--- src/rtl/fafs_pkg.sv ---
// Package: item types, register indexes, defaults and helpers for the arming supervisor.
package fafs_pkg;

    // Timestamp bits used for elapsed-time math (16 to 32).
    localparam int TIME_BITS = 32;

    // Configuration register indexes.
    localparam logic [2:0] REG_ARMING_DELAY  = 3'd0;
    localparam logic [2:0] REG_FLYING_THR    = 3'd1;
    localparam logic [2:0] REG_FAILSAFE_THR  = 3'd2;
    localparam logic [2:0] REG_ARM_THR_MAX   = 3'd3;
    localparam logic [2:0] REG_ARM_STICK_MAX = 3'd4;
    localparam logic [2:0] REG_ARM_TILT_MAX  = 3'd5;

    // Register reset values.
    localparam logic [15:0] ARMING_DELAY_RST  = 16'd500;
    localparam logic [15:0] FLYING_THR_RST    = 16'd6554;
    localparam logic [15:0] FAILSAFE_THR_RST  = 16'd19661;
    localparam logic [15:0] ARM_THR_MAX_RST   = 16'd3277;
    localparam logic [14:0] ARM_STICK_MAX_RST = 15'd1638;
    localparam logic [14:0] ARM_TILT_MAX_RST  = 15'd1000;

    // Mode switch positions and modes.
    localparam logic [1:0] MODE_SW_ACRO = 2'd2;
    localparam logic [1:0] MODE_SW_KEEP = 2'd3;
    localparam logic       MODE_STAB    = 1'b0;
    localparam logic       MODE_ACRO    = 1'b1;

    // floor(x / 1000) for any 32-bit x: (x * DIV_MAGIC) >> DIV_SHIFT.
    localparam int          MAGIC_W   = 29;
    localparam logic [28:0] DIV_MAGIC = 29'h10624DD3;
    localparam int          DIV_SHIFT = 38;
    localparam int          PROD_W    = 32 + MAGIC_W;
    localparam int          SECS_W    = 23;

    typedef struct packed {
        logic [31:0]        now_ms;
        logic               imu_ready;
        logic               calibrating;
        logic               rc_link_up;
        logic               arm_req;
        logic [1:0]         mode_sel;
        logic [15:0]        throttle_stick;
        logic signed [15:0] roll_cmd;
        logic signed [15:0] pitch_cmd;
        logic signed [15:0] body_roll;
        logic signed [15:0] body_pitch;
    } in_item_t;

    typedef struct packed {
        logic [2:0]        flight_state;
        logic              flight_mode;
        logic              failsafe_on;
        logic              arm_attempted;
        logic [2:0]        arm_check;
        logic [15:0]       throttle_target;
        logic              run_control;
        logic              pid_clear;
        logic [SECS_W-1:0] flight_seconds;
    } out_item_t;

    // Magnitude of a 16-bit signed value; -32768 gives 32768.
    function automatic logic [15:0] mag16(input logic signed [15:0] v);
        logic [15:0] neg;
        neg = 16'(-v);
        return v[15] ? neg : 16'(v);
    endfunction

endpackage

--- src/rtl/flight_arming_failsafe_supervisor_top.sv ---
// Top level: arming, failsafe and mode supervisor with a three-register item pipeline.
// An accepted item passes the input, mid and result registers in turn before its result is valid.
// Throughput: one item per cycle unless m_ready stalls the result; the state update is
//   combinational, and the seconds divide is a constant multiply registered in stage 3.
// A stalled result holds every stage behind it; bubbles are absorbed on the way.
// Reset (aresetn low, synchronous): state to disarmed, config to defaults, pipeline empty.
module flight_arming_failsafe_supervisor_top (
    input  logic                aclk,
    input  logic                aresetn,
    // item input
    input  logic                s_valid,
    output logic                s_ready,
    input  fafs_pkg::in_item_t  s_item,
    // result output
    output logic                m_valid,
    input  logic                m_ready,
    output fafs_pkg::out_item_t m_item,
    // configuration writes
    input  logic                cfg_valid,
    output logic                cfg_ready,
    input  logic [2:0]          cfg_addr,
    input  logic [15:0]         cfg_data
);
    import fafs_pkg::*;

    typedef enum logic [2:0] {
        ST_DISARMED = 3'd0,
        ST_ARMING   = 3'd1,
        ST_ARMED    = 3'd2,
        ST_FLYING   = 3'd3,
        ST_FAILSAFE = 3'd4
    } flight_state_t;

    // Arm check result codes; rc lost and calibrating cannot occur once the
    // check runs (link is up, calibration already fails the sensor step).
    typedef enum logic [2:0] {
        CHK_OK       = 3'd0,
        CHK_SENSOR   = 3'd1,
        CHK_RC_LOST  = 3'd2,
        CHK_CALIB    = 3'd3,
        CHK_THROTTLE = 3'd4,
        CHK_STICKS   = 3'd5,
        CHK_TILT     = 3'd6
    } arm_check_t;

    // Stage 2 holds everything but the seconds, plus the flight time to divide.
    typedef struct packed {
        out_item_t      res;
        logic [31:0]    elapsed;
    } mid_item_t;

    // ---------------- configuration registers ----------------
    logic [15:0] arming_delay_reg, flying_thr_reg, failsafe_thr_reg, arm_thr_max_reg;
    logic [14:0] arm_stick_max_reg, arm_tilt_max_reg;

    // ---------------- supervisor state ----------------
    flight_state_t        cur_state_reg, cur_state_next;
    flight_state_t        saved_state_reg, saved_state_next;
    logic                 cur_mode_reg, cur_mode_next;
    logic                 failsafe_reg, failsafe_next;
    logic [15:0]          throttle_hold_reg, throttle_hold_next;
    logic [TIME_BITS-1:0] arm_start_reg, arm_start_next;
    logic [TIME_BITS-1:0] flight_start_reg, flight_start_next;

    // ---------------- pipeline ----------------
    logic        v1_reg, v2_reg, v3_reg;
    in_item_t    in_reg;
    mid_item_t   mid_reg, mid_next;
    out_item_t   res3_reg;
    logic [PROD_W-1:0] prod_reg;

    logic adv2, adv3, step;

    // Each stage moves when the one after it has room.
    assign adv3    = !v3_reg || m_ready;
    assign adv2    = !v2_reg || adv3;
    assign s_ready = !v1_reg || adv2;
    assign step    = v1_reg && adv2;   // item in stage 1 updates state now

    assign cfg_ready = 1'b1;

    // ---------------- per-item supervisor logic ----------------
    logic                 sensors_ok, link, attempted, run, clear, mode_req;
    arm_check_t           check;
    logic [TIME_BITS-1:0] now_t, arm_elapsed, fly_elapsed;

    always_comb begin
        now_t      = in_reg.now_ms[TIME_BITS-1:0];
        link       = in_reg.rc_link_up;
        sensors_ok = in_reg.imu_ready && !in_reg.calibrating;
        attempted  = 1'b0;
        run        = 1'b0;
        clear      = 1'b0;
        check      = CHK_OK;
        mode_req   = (in_reg.mode_sel == MODE_SW_ACRO) ? MODE_ACRO : MODE_STAB;

        cur_state_next     = cur_state_reg;
        saved_state_next   = saved_state_reg;
        cur_mode_next      = cur_mode_reg;
        failsafe_next      = failsafe_reg;
        throttle_hold_next = throttle_hold_reg;
        arm_start_next     = arm_start_reg;
        flight_start_next  = flight_start_reg;

        // Switches act only with the radio link up.
        if (link) begin
            throttle_hold_next = in_reg.throttle_stick;
            if (in_reg.arm_req && cur_state_reg == ST_DISARMED) begin
                attempted = 1'b1;
                if (!sensors_ok) begin
                    check = CHK_SENSOR;
                end else if (in_reg.throttle_stick > arm_thr_max_reg) begin
                    check = CHK_THROTTLE;
                end else if (mag16(in_reg.roll_cmd) > {1'b0, arm_stick_max_reg} ||
                             mag16(in_reg.pitch_cmd) > {1'b0, arm_stick_max_reg}) begin
                    check = CHK_STICKS;
                end else if (mag16(in_reg.body_roll) > {1'b0, arm_tilt_max_reg} ||
                             mag16(in_reg.body_pitch) > {1'b0, arm_tilt_max_reg}) begin
                    check = CHK_TILT;
                end
                if (check == CHK_OK) begin
                    cur_state_next = ST_ARMING;
                    arm_start_next = now_t;
                    clear          = 1'b1;
                end
            end else if (!in_reg.arm_req && cur_state_reg != ST_DISARMED) begin
                cur_state_next = ST_DISARMED;
                clear          = 1'b1;
            end
            if (in_reg.mode_sel != MODE_SW_KEEP && mode_req != cur_mode_reg) begin
                cur_mode_next = mode_req;
                clear         = 1'b1;
            end
        end

        // Failsafe entry on link loss, recovery to the saved state.
        if (!link && cur_state_next != ST_DISARMED) begin
            if (!failsafe_reg) begin
                saved_state_next = cur_state_next;
            end
            failsafe_next  = 1'b1;
            cur_state_next = ST_FAILSAFE;
        end else if (link && failsafe_reg) begin
            failsafe_next = 1'b0;
            if (cur_state_next == ST_FAILSAFE) begin
                cur_state_next = saved_state_reg;
            end
        end

        arm_elapsed = now_t - arm_start_next;

        case (cur_state_next)
            ST_ARMING: begin
                if (arm_elapsed > TIME_BITS'(arming_delay_reg)) begin
                    cur_state_next = ST_ARMED;
                end
            end
            ST_ARMED, ST_FLYING: begin
                // Sensor fault: no prior state saved here.
                if (!sensors_ok) begin
                    failsafe_next  = 1'b1;
                    cur_state_next = ST_FAILSAFE;
                end else begin
                    run = 1'b1;
                    if (throttle_hold_next > flying_thr_reg &&
                        cur_state_next == ST_ARMED) begin
                        cur_state_next    = ST_FLYING;
                        flight_start_next = now_t;
                    end
                end
            end
            ST_FAILSAFE: begin
                throttle_hold_next = failsafe_thr_reg;
                run                = 1'b1;
            end
            default: begin
            end
        endcase

        fly_elapsed = now_t - flight_start_next;

        mid_next.res.flight_state    = cur_state_next;
        mid_next.res.flight_mode     = cur_mode_next;
        mid_next.res.failsafe_on     = failsafe_next;
        mid_next.res.arm_attempted   = attempted;
        mid_next.res.arm_check       = check;
        mid_next.res.throttle_target = throttle_hold_next;
        mid_next.res.run_control     = run;
        mid_next.res.pid_clear       = clear;
        mid_next.res.flight_seconds  = '0;   // filled in stage 3
        mid_next.elapsed = (cur_state_next == ST_FLYING) ? 32'(fly_elapsed) : 32'd0;
    end

    // ---------------- registers ----------------
    always_ff @(posedge aclk) begin
        if (!aresetn) begin
            arming_delay_reg  <= ARMING_DELAY_RST;
            flying_thr_reg    <= FLYING_THR_RST;
            failsafe_thr_reg  <= FAILSAFE_THR_RST;
            arm_thr_max_reg   <= ARM_THR_MAX_RST;
            arm_stick_max_reg <= ARM_STICK_MAX_RST;
            arm_tilt_max_reg  <= ARM_TILT_MAX_RST;
            cur_state_reg     <= ST_DISARMED;
            saved_state_reg   <= ST_DISARMED;
            cur_mode_reg      <= MODE_STAB;
            failsafe_reg      <= 1'b0;
            throttle_hold_reg <= '0;
            arm_start_reg     <= '0;
            flight_start_reg  <= '0;
            v1_reg            <= 1'b0;
            v2_reg            <= 1'b0;
            v3_reg            <= 1'b0;
        end else begin
            if (cfg_valid && cfg_ready) begin
                case (cfg_addr)
                    REG_ARMING_DELAY:  arming_delay_reg  <= cfg_data;
                    REG_FLYING_THR:    flying_thr_reg    <= cfg_data;
                    REG_FAILSAFE_THR:  failsafe_thr_reg  <= cfg_data;
                    REG_ARM_THR_MAX:   arm_thr_max_reg   <= cfg_data;
                    REG_ARM_STICK_MAX: arm_stick_max_reg <= cfg_data[14:0];
                    REG_ARM_TILT_MAX:  arm_tilt_max_reg  <= cfg_data[14:0];
                    default: begin
                    end
                endcase
            end
            if (step) begin
                cur_state_reg     <= cur_state_next;
                saved_state_reg   <= saved_state_next;
                cur_mode_reg      <= cur_mode_next;
                failsafe_reg      <= failsafe_next;
                throttle_hold_reg <= throttle_hold_next;
                arm_start_reg     <= arm_start_next;
                flight_start_reg  <= flight_start_next;
            end
            v1_reg <= (s_valid && s_ready) || (v1_reg && !adv2);
            if (adv2) begin
                v2_reg <= v1_reg;
            end
            if (adv3) begin
                v3_reg <= v2_reg;
            end
        end
    end

    // Payload registers, no reset.
    always_ff @(posedge aclk) begin
        if (s_valid && s_ready) begin
            in_reg <= s_item;
        end
        if (adv2) begin
            mid_reg <= mid_next;
        end
        if (adv3) begin
            res3_reg <= mid_reg.res;
            prod_reg <= PROD_W'(mid_reg.elapsed) * PROD_W'(DIV_MAGIC);
        end
    end

    always_comb begin
        m_item                = res3_reg;
        m_item.flight_seconds = prod_reg[DIV_SHIFT +: SECS_W];
    end

    assign m_valid = v3_reg;

endmodule
--- config.mk ---
export PLATFORM = sky130hd
export DESIGN_NAME = flight_arming_failsafe_supervisor_top
export DESIGN_NICKNAME = d
export VERILOG_FILES = /design/src/rtl/fafs_pkg.sv /design/src/rtl/flight_arming_failsafe_supervisor_top.sv
export SDC_FILE = /design/constraint.sdc
export NUM_CORES = 2
export LEC_CHECK = 0
export BUFFER_PORTS_ARGS = -buffer_cell sky130_fd_sc_hd__buf_2
export CAP_MARGIN = 20
export CORE_ASPECT_RATIO = 1.1
export CORE_MARGIN = 5
export CORE_UTILIZATION = 30
export DETAILED_ROUTE_END_ITERATION = 10
export PLACE_DENSITY = 0.51
export SLEW_MARGIN = 20
export SYNTH_ARGS = -nofsm -noshare
export SYNTH_HDL_FRONTEND = slang
export SYNTH_SLANG_ARGS = --single-unit
--- constraint.sdc ---
create_clock -name aclk -period 13 [get_ports aclk]
set_input_delay 3.25 -clock aclk [delete_from_list [all_inputs] [get_ports aclk]]
set_output_delay 3.25 -clock aclk [all_outputs]
set_load 0.01 [all_outputs]
Word-level counts from Yosys, hierarchy flattened
Cells that the tools add are included.
{ "word_totals": {"regBits": 450, "word_cells": 154, "out_inout_bits": 53, "in_bits": 142} }
{ "op_classes": {"bitwise": 1, "n_addsub": 6, "muxes": 43, "multipliers": 1, "n_reduce_logical": 37, "n_eq_ne": 14, "order_cmp": 7} }
{ "ops": {"columns": ["cell", "n"], "rows": [
  ["two-way mux 32 bit", 6],
  ["two-way mux 16 bit", 6],
  ["> comparator 16 x 15 -> 1 bit", 4],
  ["negator 16 bit", 4],
  ["subtractor 32 bit", 2],
  ["multiplier 32 x 29 -> 61 bit, second input constant", 1],
  ["two-way mux 3 bit", 16],
  ["> comparator 16 bit", 2],
  ["> comparator 32 x 16 -> 1 bit", 1],
  ["equality test 3 x 2 -> 1 bit, second input constant", 5],
  ["AND reduction 2 bit", 7],
  ["two-way mux 1 bit", 13],
  ["equality test 3 bit, second input constant", 4],
  ["logical AND 1 bit", 10],
  ["logical NOT 3 bit", 3],
  ["logical NOT 1 bit", 7],
  ["equality test 3 x 1 -> 1 bit, second input constant", 2],
  ["logical OR 1 bit", 6],
  ["one-hot mux 3 bit (2 select lines)", 1],
  ["nonzero test 3 bit", 2],
  ["AND reduction 3 bit", 1],
  ["equality test 2 bit, second input constant", 1],
  ["!= test 2 bit, second input constant", 1],
  ["one-hot mux 1 bit (2 select lines)", 1],
  ["3 further kinds", 3]
]} }

Logic depth before layout (Yosys ltp)
{ "logic_depth": {"word_depth": 24, "ltp_mapped": 41, "ltp_nobuf": 40} }

Least setup slack after synthesis
No wires, ideal clock.
{ "synth_timing": {"path_kind": "input to register", "start": "input m_ready", "end": "register in_reg[0] (netlist name) (enable)", "t_arrival_ns": 9.246, "setup_ns": 0.666, "setup_slack_ns": 3.088, "cell_stages": 2, "path_buffers": 0, "required_ns": 12.334, "path_cell_list": "nor2b_1 > a31oi_1"} }
{ "synth_between": {"elab_chain_cells": 4} }
{ "synth_rtl": {"columns": ["item", "line_no", "text"], "rows": [
  ["start, declared", "flight_arming_failsafe_supervisor_top.sv:16", "input logic m_ready,"],
  ["logical OR 1 bit", "flight_arming_failsafe_supervisor_top.sv:75", "assign adv3 = !v3_reg || m_ready;"],
  ["logical OR 1 bit", "flight_arming_failsafe_supervisor_top.sv:76", "assign adv2 = !v2_reg || adv3;"],
  ["logical OR 1 bit", "flight_arming_failsafe_supervisor_top.sv:77", "assign s_ready = !v1_reg || adv2;"],
  ["logical AND 1 bit", "flight_arming_failsafe_supervisor_top.sv:247", "if (s_valid && s_ready) begin"],
  ["end signal, assigned", "flight_arming_failsafe_supervisor_top.sv:248", "in_reg <= s_item;"],
  ["end, declared", "flight_arming_failsafe_supervisor_top.sv:67", "in_item_t in_reg;"]
]} }
No other way between the ends.
A chain may end at the register's enable or synchronous reset.

Worst setup path in the final report
{ "layout_timing": {"start": "register in_reg[51] (netlist name)", "end": "register cur_state_reg[1]"} }
{ "layout_between": {"word_cells_on_any_way": 33, "classes_between": "add/sub: 2; order compare: 2; eq/ne: 4; mux: 19; reduce/logical: 6"} }
{ "layout_rtl": {"columns": ["item", "line_no", "text"], "rows": [
  ["negator 16 bit", "fafs_pkg.sv:65", "neg = 16'(-v);"],
  ["two-way mux 16 bit *", "fafs_pkg.sv:66", "return v[15] ? neg : 16'(v);"],
  ["> comparator 16 x 15 -> 1 bit *", "flight_arming_failsafe_supervisor_top.sv:114", "end else if (mag16(in_reg.roll_cmd) > {1'b0, arm_stick_max_reg} ||"],
  ["logical OR 1 bit *", "flight_arming_failsafe_supervisor_top.sv:114", null],
  ["two-way mux 3 bit *", "flight_arming_failsafe_supervisor_top.sv:114", null],
  ["two-way mux 3 bit *", "flight_arming_failsafe_supervisor_top.sv:112", "end else if (in_reg.throttle_stick > arm_thr_max_reg) begin"],
  ["two-way mux 3 bit *", "flight_arming_failsafe_supervisor_top.sv:110", "if (!sensors_ok) begin"],
  ["two-way mux 3 bit *", "flight_arming_failsafe_supervisor_top.sv:108", "if (in_reg.arm_req && cur_state_reg == ST_DISARMED) begin"],
  ["[... 3 more ...]", null, null],
  ["two-way mux 32 bit *", "flight_arming_failsafe_supervisor_top.sv:108", null],
  ["two-way mux 32 bit *", "flight_arming_failsafe_supervisor_top.sv:106", "if (link) begin"],
  ["via arm_start_next[0]", "flight_arming_failsafe_supervisor_top.sv:62", "logic [TIME_BITS-1:0] arm_start_reg, arm_start_next;"],
  ["subtractor 32 bit *", "flight_arming_failsafe_supervisor_top.sv:150", "arm_elapsed = now_t - arm_start_next;"],
  ["> comparator 32 x 16 -> 1 bit *", "flight_arming_failsafe_supervisor_top.sv:154", "if (arm_elapsed > TIME_BITS'(arming_delay_reg)) begin"],
  ["two-way mux 3 bit *", "flight_arming_failsafe_supervisor_top.sv:154", null],
  ["one-hot mux 3 bit (2 select lines) *", "flight_arming_failsafe_supervisor_top.sv:152", "case (cur_state_next)"],
  ["via cur_state_next[1]", "flight_arming_failsafe_supervisor_top.sv:57", "flight_state_t cur_state_reg, cur_state_next;"],
  ["end signal, assigned", "flight_arming_failsafe_supervisor_top.sv:227", "cur_state_reg <= cur_state_next;"],
  ["end, declared", "flight_arming_failsafe_supervisor_top.sv:57", null]
]} }
Mark *: on every way through the listed nets, which the timed path passes. The rest lies on a longest branch. The select of a mux whose other input is x is not followed.

==> flow_metrics.py <==
metrics = {
    "setup_path": {
        "worst-setup-path-type": "register to register",
        "r2r-start": "in_reg[51]",
        "startpoint_type": "register",
        "critPathMaxStageDelay_ns": 0.58,
        "critPathRequiredTime_ns": 13.51,
        "r2r_end": "cur_state_reg[1]",
        "cp_max_fo": 13,
        "crit_slowest_cell": "nor4b_4",
        "cp_common_cell": "a21o_1",
        "r2r_cells": 37,
        "r2r_setup_slack_ns": 3.38,
        "cp.arrival_ns": 10.13,
        "end_kind": "register",
    },
    "timing": {
        "hold_ws_ns": 0.4185,
        "grt_setup_unrepaired": "false",
        "drv_slew": 0,
        "finalCritPeriodShare_pct": 73.98,
        "min_period_ns": 9.617,
        "worst_pin_slew_ns": 1.053,
        "relSlewSlack_pct": 29.83,
        "clock.fmax_ghz": 0.1040,
        "finalHoldViolCount": 0,
        "setup_viol": 0,
        "clock_skew_ns": 0.08696,
        "tns_ns": 0,
        "timing.final.ws_setup_ns": 3.383,
    },
    "cts": {
        "htreeDepth": 2,
        "clockBufferDepth": 3,
        "cts.repair.resized": 0,
        "cts_tree": "yes",
        "cts_sinks": 412,
        "postCtsSetupBuffers": 0,
        "numCtsBuffers": 50,
        "hold_buffers": 0,
        "clk_latency_ns": 0.67,
        "clk_root_buffer_cell": "clkbuf_16",
        "clkSlewWorstSetupHoldPaths_ns": 0.07,
    },
    "final_layout": {
        "fin_area_sq_um": 40300,
        "layout.nets": 4724,
        "num-fill-cells": 12088,
        "area_delta_synth_final_pct": 12.58,
        "drive_gt1_share_pct": 10.02,
        "fin_cells": 5317,
        "largest_reg_flops": 85,
        "final_core_util_pct": 33.87,
    },
    "min_path": {
        "hold-path-cell-count": 0,
        "hold_class": "register to register",
        "min_from": "mid_reg[68]",
        "hold_path_end": "m_item[36]",
    },
    "placement": {
        "dpl.cell_count": 5223,
        "dp_hpwl_mm": 77.77,
        "gp_congestion": 0.8763,
        "port_buffers": 193,
        "placedInstanceArea_sq_um": 38630,
        "dp_slack_ns": 3.391,
    },
    "logic_synthesis": {
        "synth_edf_count": 227,
        "ys_warn_count": 0,
        "synth_compound_area_share_pct": 11.78,
        "synthesis.area_sq_um": 35800,
        "ys_seq_elements": 412,
        "synth_flop_cell": "edfxtp_1",
        "avgSynthCellArea_sq_um": 10.13,
        "synth_fa_ha_area_share_pct": 36.34,
        "synthSimpleGateAreaFrac_pct": 10.69,
        "yosys-top-cells-count": "ha_1 (559), inv_1 (536), nand2_1 (399)",
        "synth.most_common_cell": "ha_1",
        "synth_xor_area_share_pct": 2.618,
        "async_flop_share_pct": 0,
        "synthMuxAreaShare_pct": 2.649,
        "yosysUniqueCellTypes": 84,
        "netlist.top_cell.by_area": "ha_1",
        "yosysTopAreaCellShare_pct": 19.54,
        "synth_area_leaders": "ha_1 (20%), edfxtp_1 (19%), fa_1 (17%)",
        "postSynthCellCount": 3534,
        "synthesis.nets": 4535,
        "synth_top_family_by_area": "adder cells",
        "synth_seq_area_share_pct": 29.39,
    },
    "detailed_routing": {
        "drc": 0,
        "routedWlPerCell_um": 18.20,
        "num_vias": 25150,
        "drt_pass1_iterations": 5,
        "first_iter_violations": 1216,
        "vias_per_cell": 4.730,
        "ant_nets": 0,
        "wl_mm": 96.79,
    },
    "power_and_ir_drop": {
        "p_switching_mw": 1.047,
        "p_total_mw": 3.535,
        "power.leakage_nw": 19.97,
        "pwr-share-clk_pct": 39.9,
        "peakVddDrop_uv": 107.8,
        "internal-power_mw": 2.488,
        "pwr-share-comb_pct": 17.1,
        "seqPwrFrac_pct": 43.0,
        "powerDensity_nw_per_um2": 87.70,
        "p_sw_share_pct": 29.61,
    },
    "flow_run": {
        "maxCapViolCount": 0,
    },
    "floorplan": {
        "start_util_pct": 30.09,
        "core_area_sq_um": 119000,
        "die_h_um": 372.3,
        "fp.dieW_um": 339.4,
        "die_area_sq_um": 126300,
        "num_io_pins": 195,
        "num_rows": 133,
    },
    "global_routing": {
        "grt_pass1_vias": 25919,
        "grt_max_degree": 89,
        "grt.overflow.total": 0,
        "grt_pass1_wl_mm": 150.4,
        "grt_usage_pct": 15.25,
        "antenna_found_initial": 6,
    },
    "outcome": {
        "status": "completed",
    },
}
layout by cell type (no fill, tap or decap), types with 25 or more instances in the layout:
cell type    n
o211a_1     28
nand2_1    397
dfxtp_1    185
mux2_2      30
nor2b_1     39
clkbuf_16   50
buf_4       27
xnor2_1     82
o21ai_0    101
nand2b_1    27
buf_2      192
mux2i_1     61
nand3_1     56
nor2_1     123
nor3_1      39
nand4_1     27
o211ai_1    43
a21oi_1    127
a21o_1      63
ha_1       559
a21boi_0   106
xor2_1      25
fa_1       300
inv_1      535
edfxtp_1   227
worst max-delay path, delay by kind of cell (launching register included):
kind	cells	cell delay, ns
adder cells (fa/ha/maj)	4	1.20
XOR/XNOR	2	0.35
flip-flops	1	0.43
AO/OA/AOI/OAI	18	4.16
AND/OR/NAND/NOR	12	3.26
buffers and inverters	1	0.05
worst max-delay path by stage:
stage / slack [ns] / endpoint / start
finish: 3.38 / cur_state_reg[1] / in_reg[51]
global placement: 3.64 / mid_reg[31] / in_reg[5]
CTS: 3.32 / cur_state_reg[1] / in_reg[51]
global route: 2.52 / cur_state_reg[1] / in_reg[51]
detailed placement: 3.39 / cur_state_reg[1] / in_reg[51]
floorplan: 3.09 / in_reg[0] / m_ready
power by group through the flow:
stage          Combinational (mW)  Clock (mW)  Sequential (mW)
5_1_grt                     0.683        1.51             1.53
4_1_cts                     0.611        1.46             1.52
2_1_floorplan               0.419           0             1.53
3_5_place_dp                0.608           0             1.55
6_report                    0.604        1.41             1.52
3_3_place_gp                0.606           0             1.55
logic make-up after synthesis:
logic type / count (synthesis)
other: 1
adder cells (fa/ha/maj): 860
buffers and inverters: 618
flip-flops: 412
multiplexers: 91
AND/OR/NAND/NOR: 824
AO/OA/AOI/OAI: 621
XOR/XNOR: 107
layer usage:
layer	vias to the layer above	part of all wire, %	track usage (%)
li1	12468	-	-
met1	12114	44	19.02
met2	444	50	27.50
met3	118	4.3	2.589
met4	6	2.4	3.753
met5	-	0.044	0
layout make-up:
class	instances	area (sq um)	area share [%]
diodes	1	2.502	0.006209
clock buffers	54	1266	3.142
clock inverters	39	400.4	0.9934
inverters	536	2012	4.992
multi-input cells	2504	23000	57.06
flip-flops and latches	412	10520	26.10
well taps	1552	1942	4.818
repair buffers	219	1164	2.887
No activity file was read; power rests on OpenSTA's default activity.
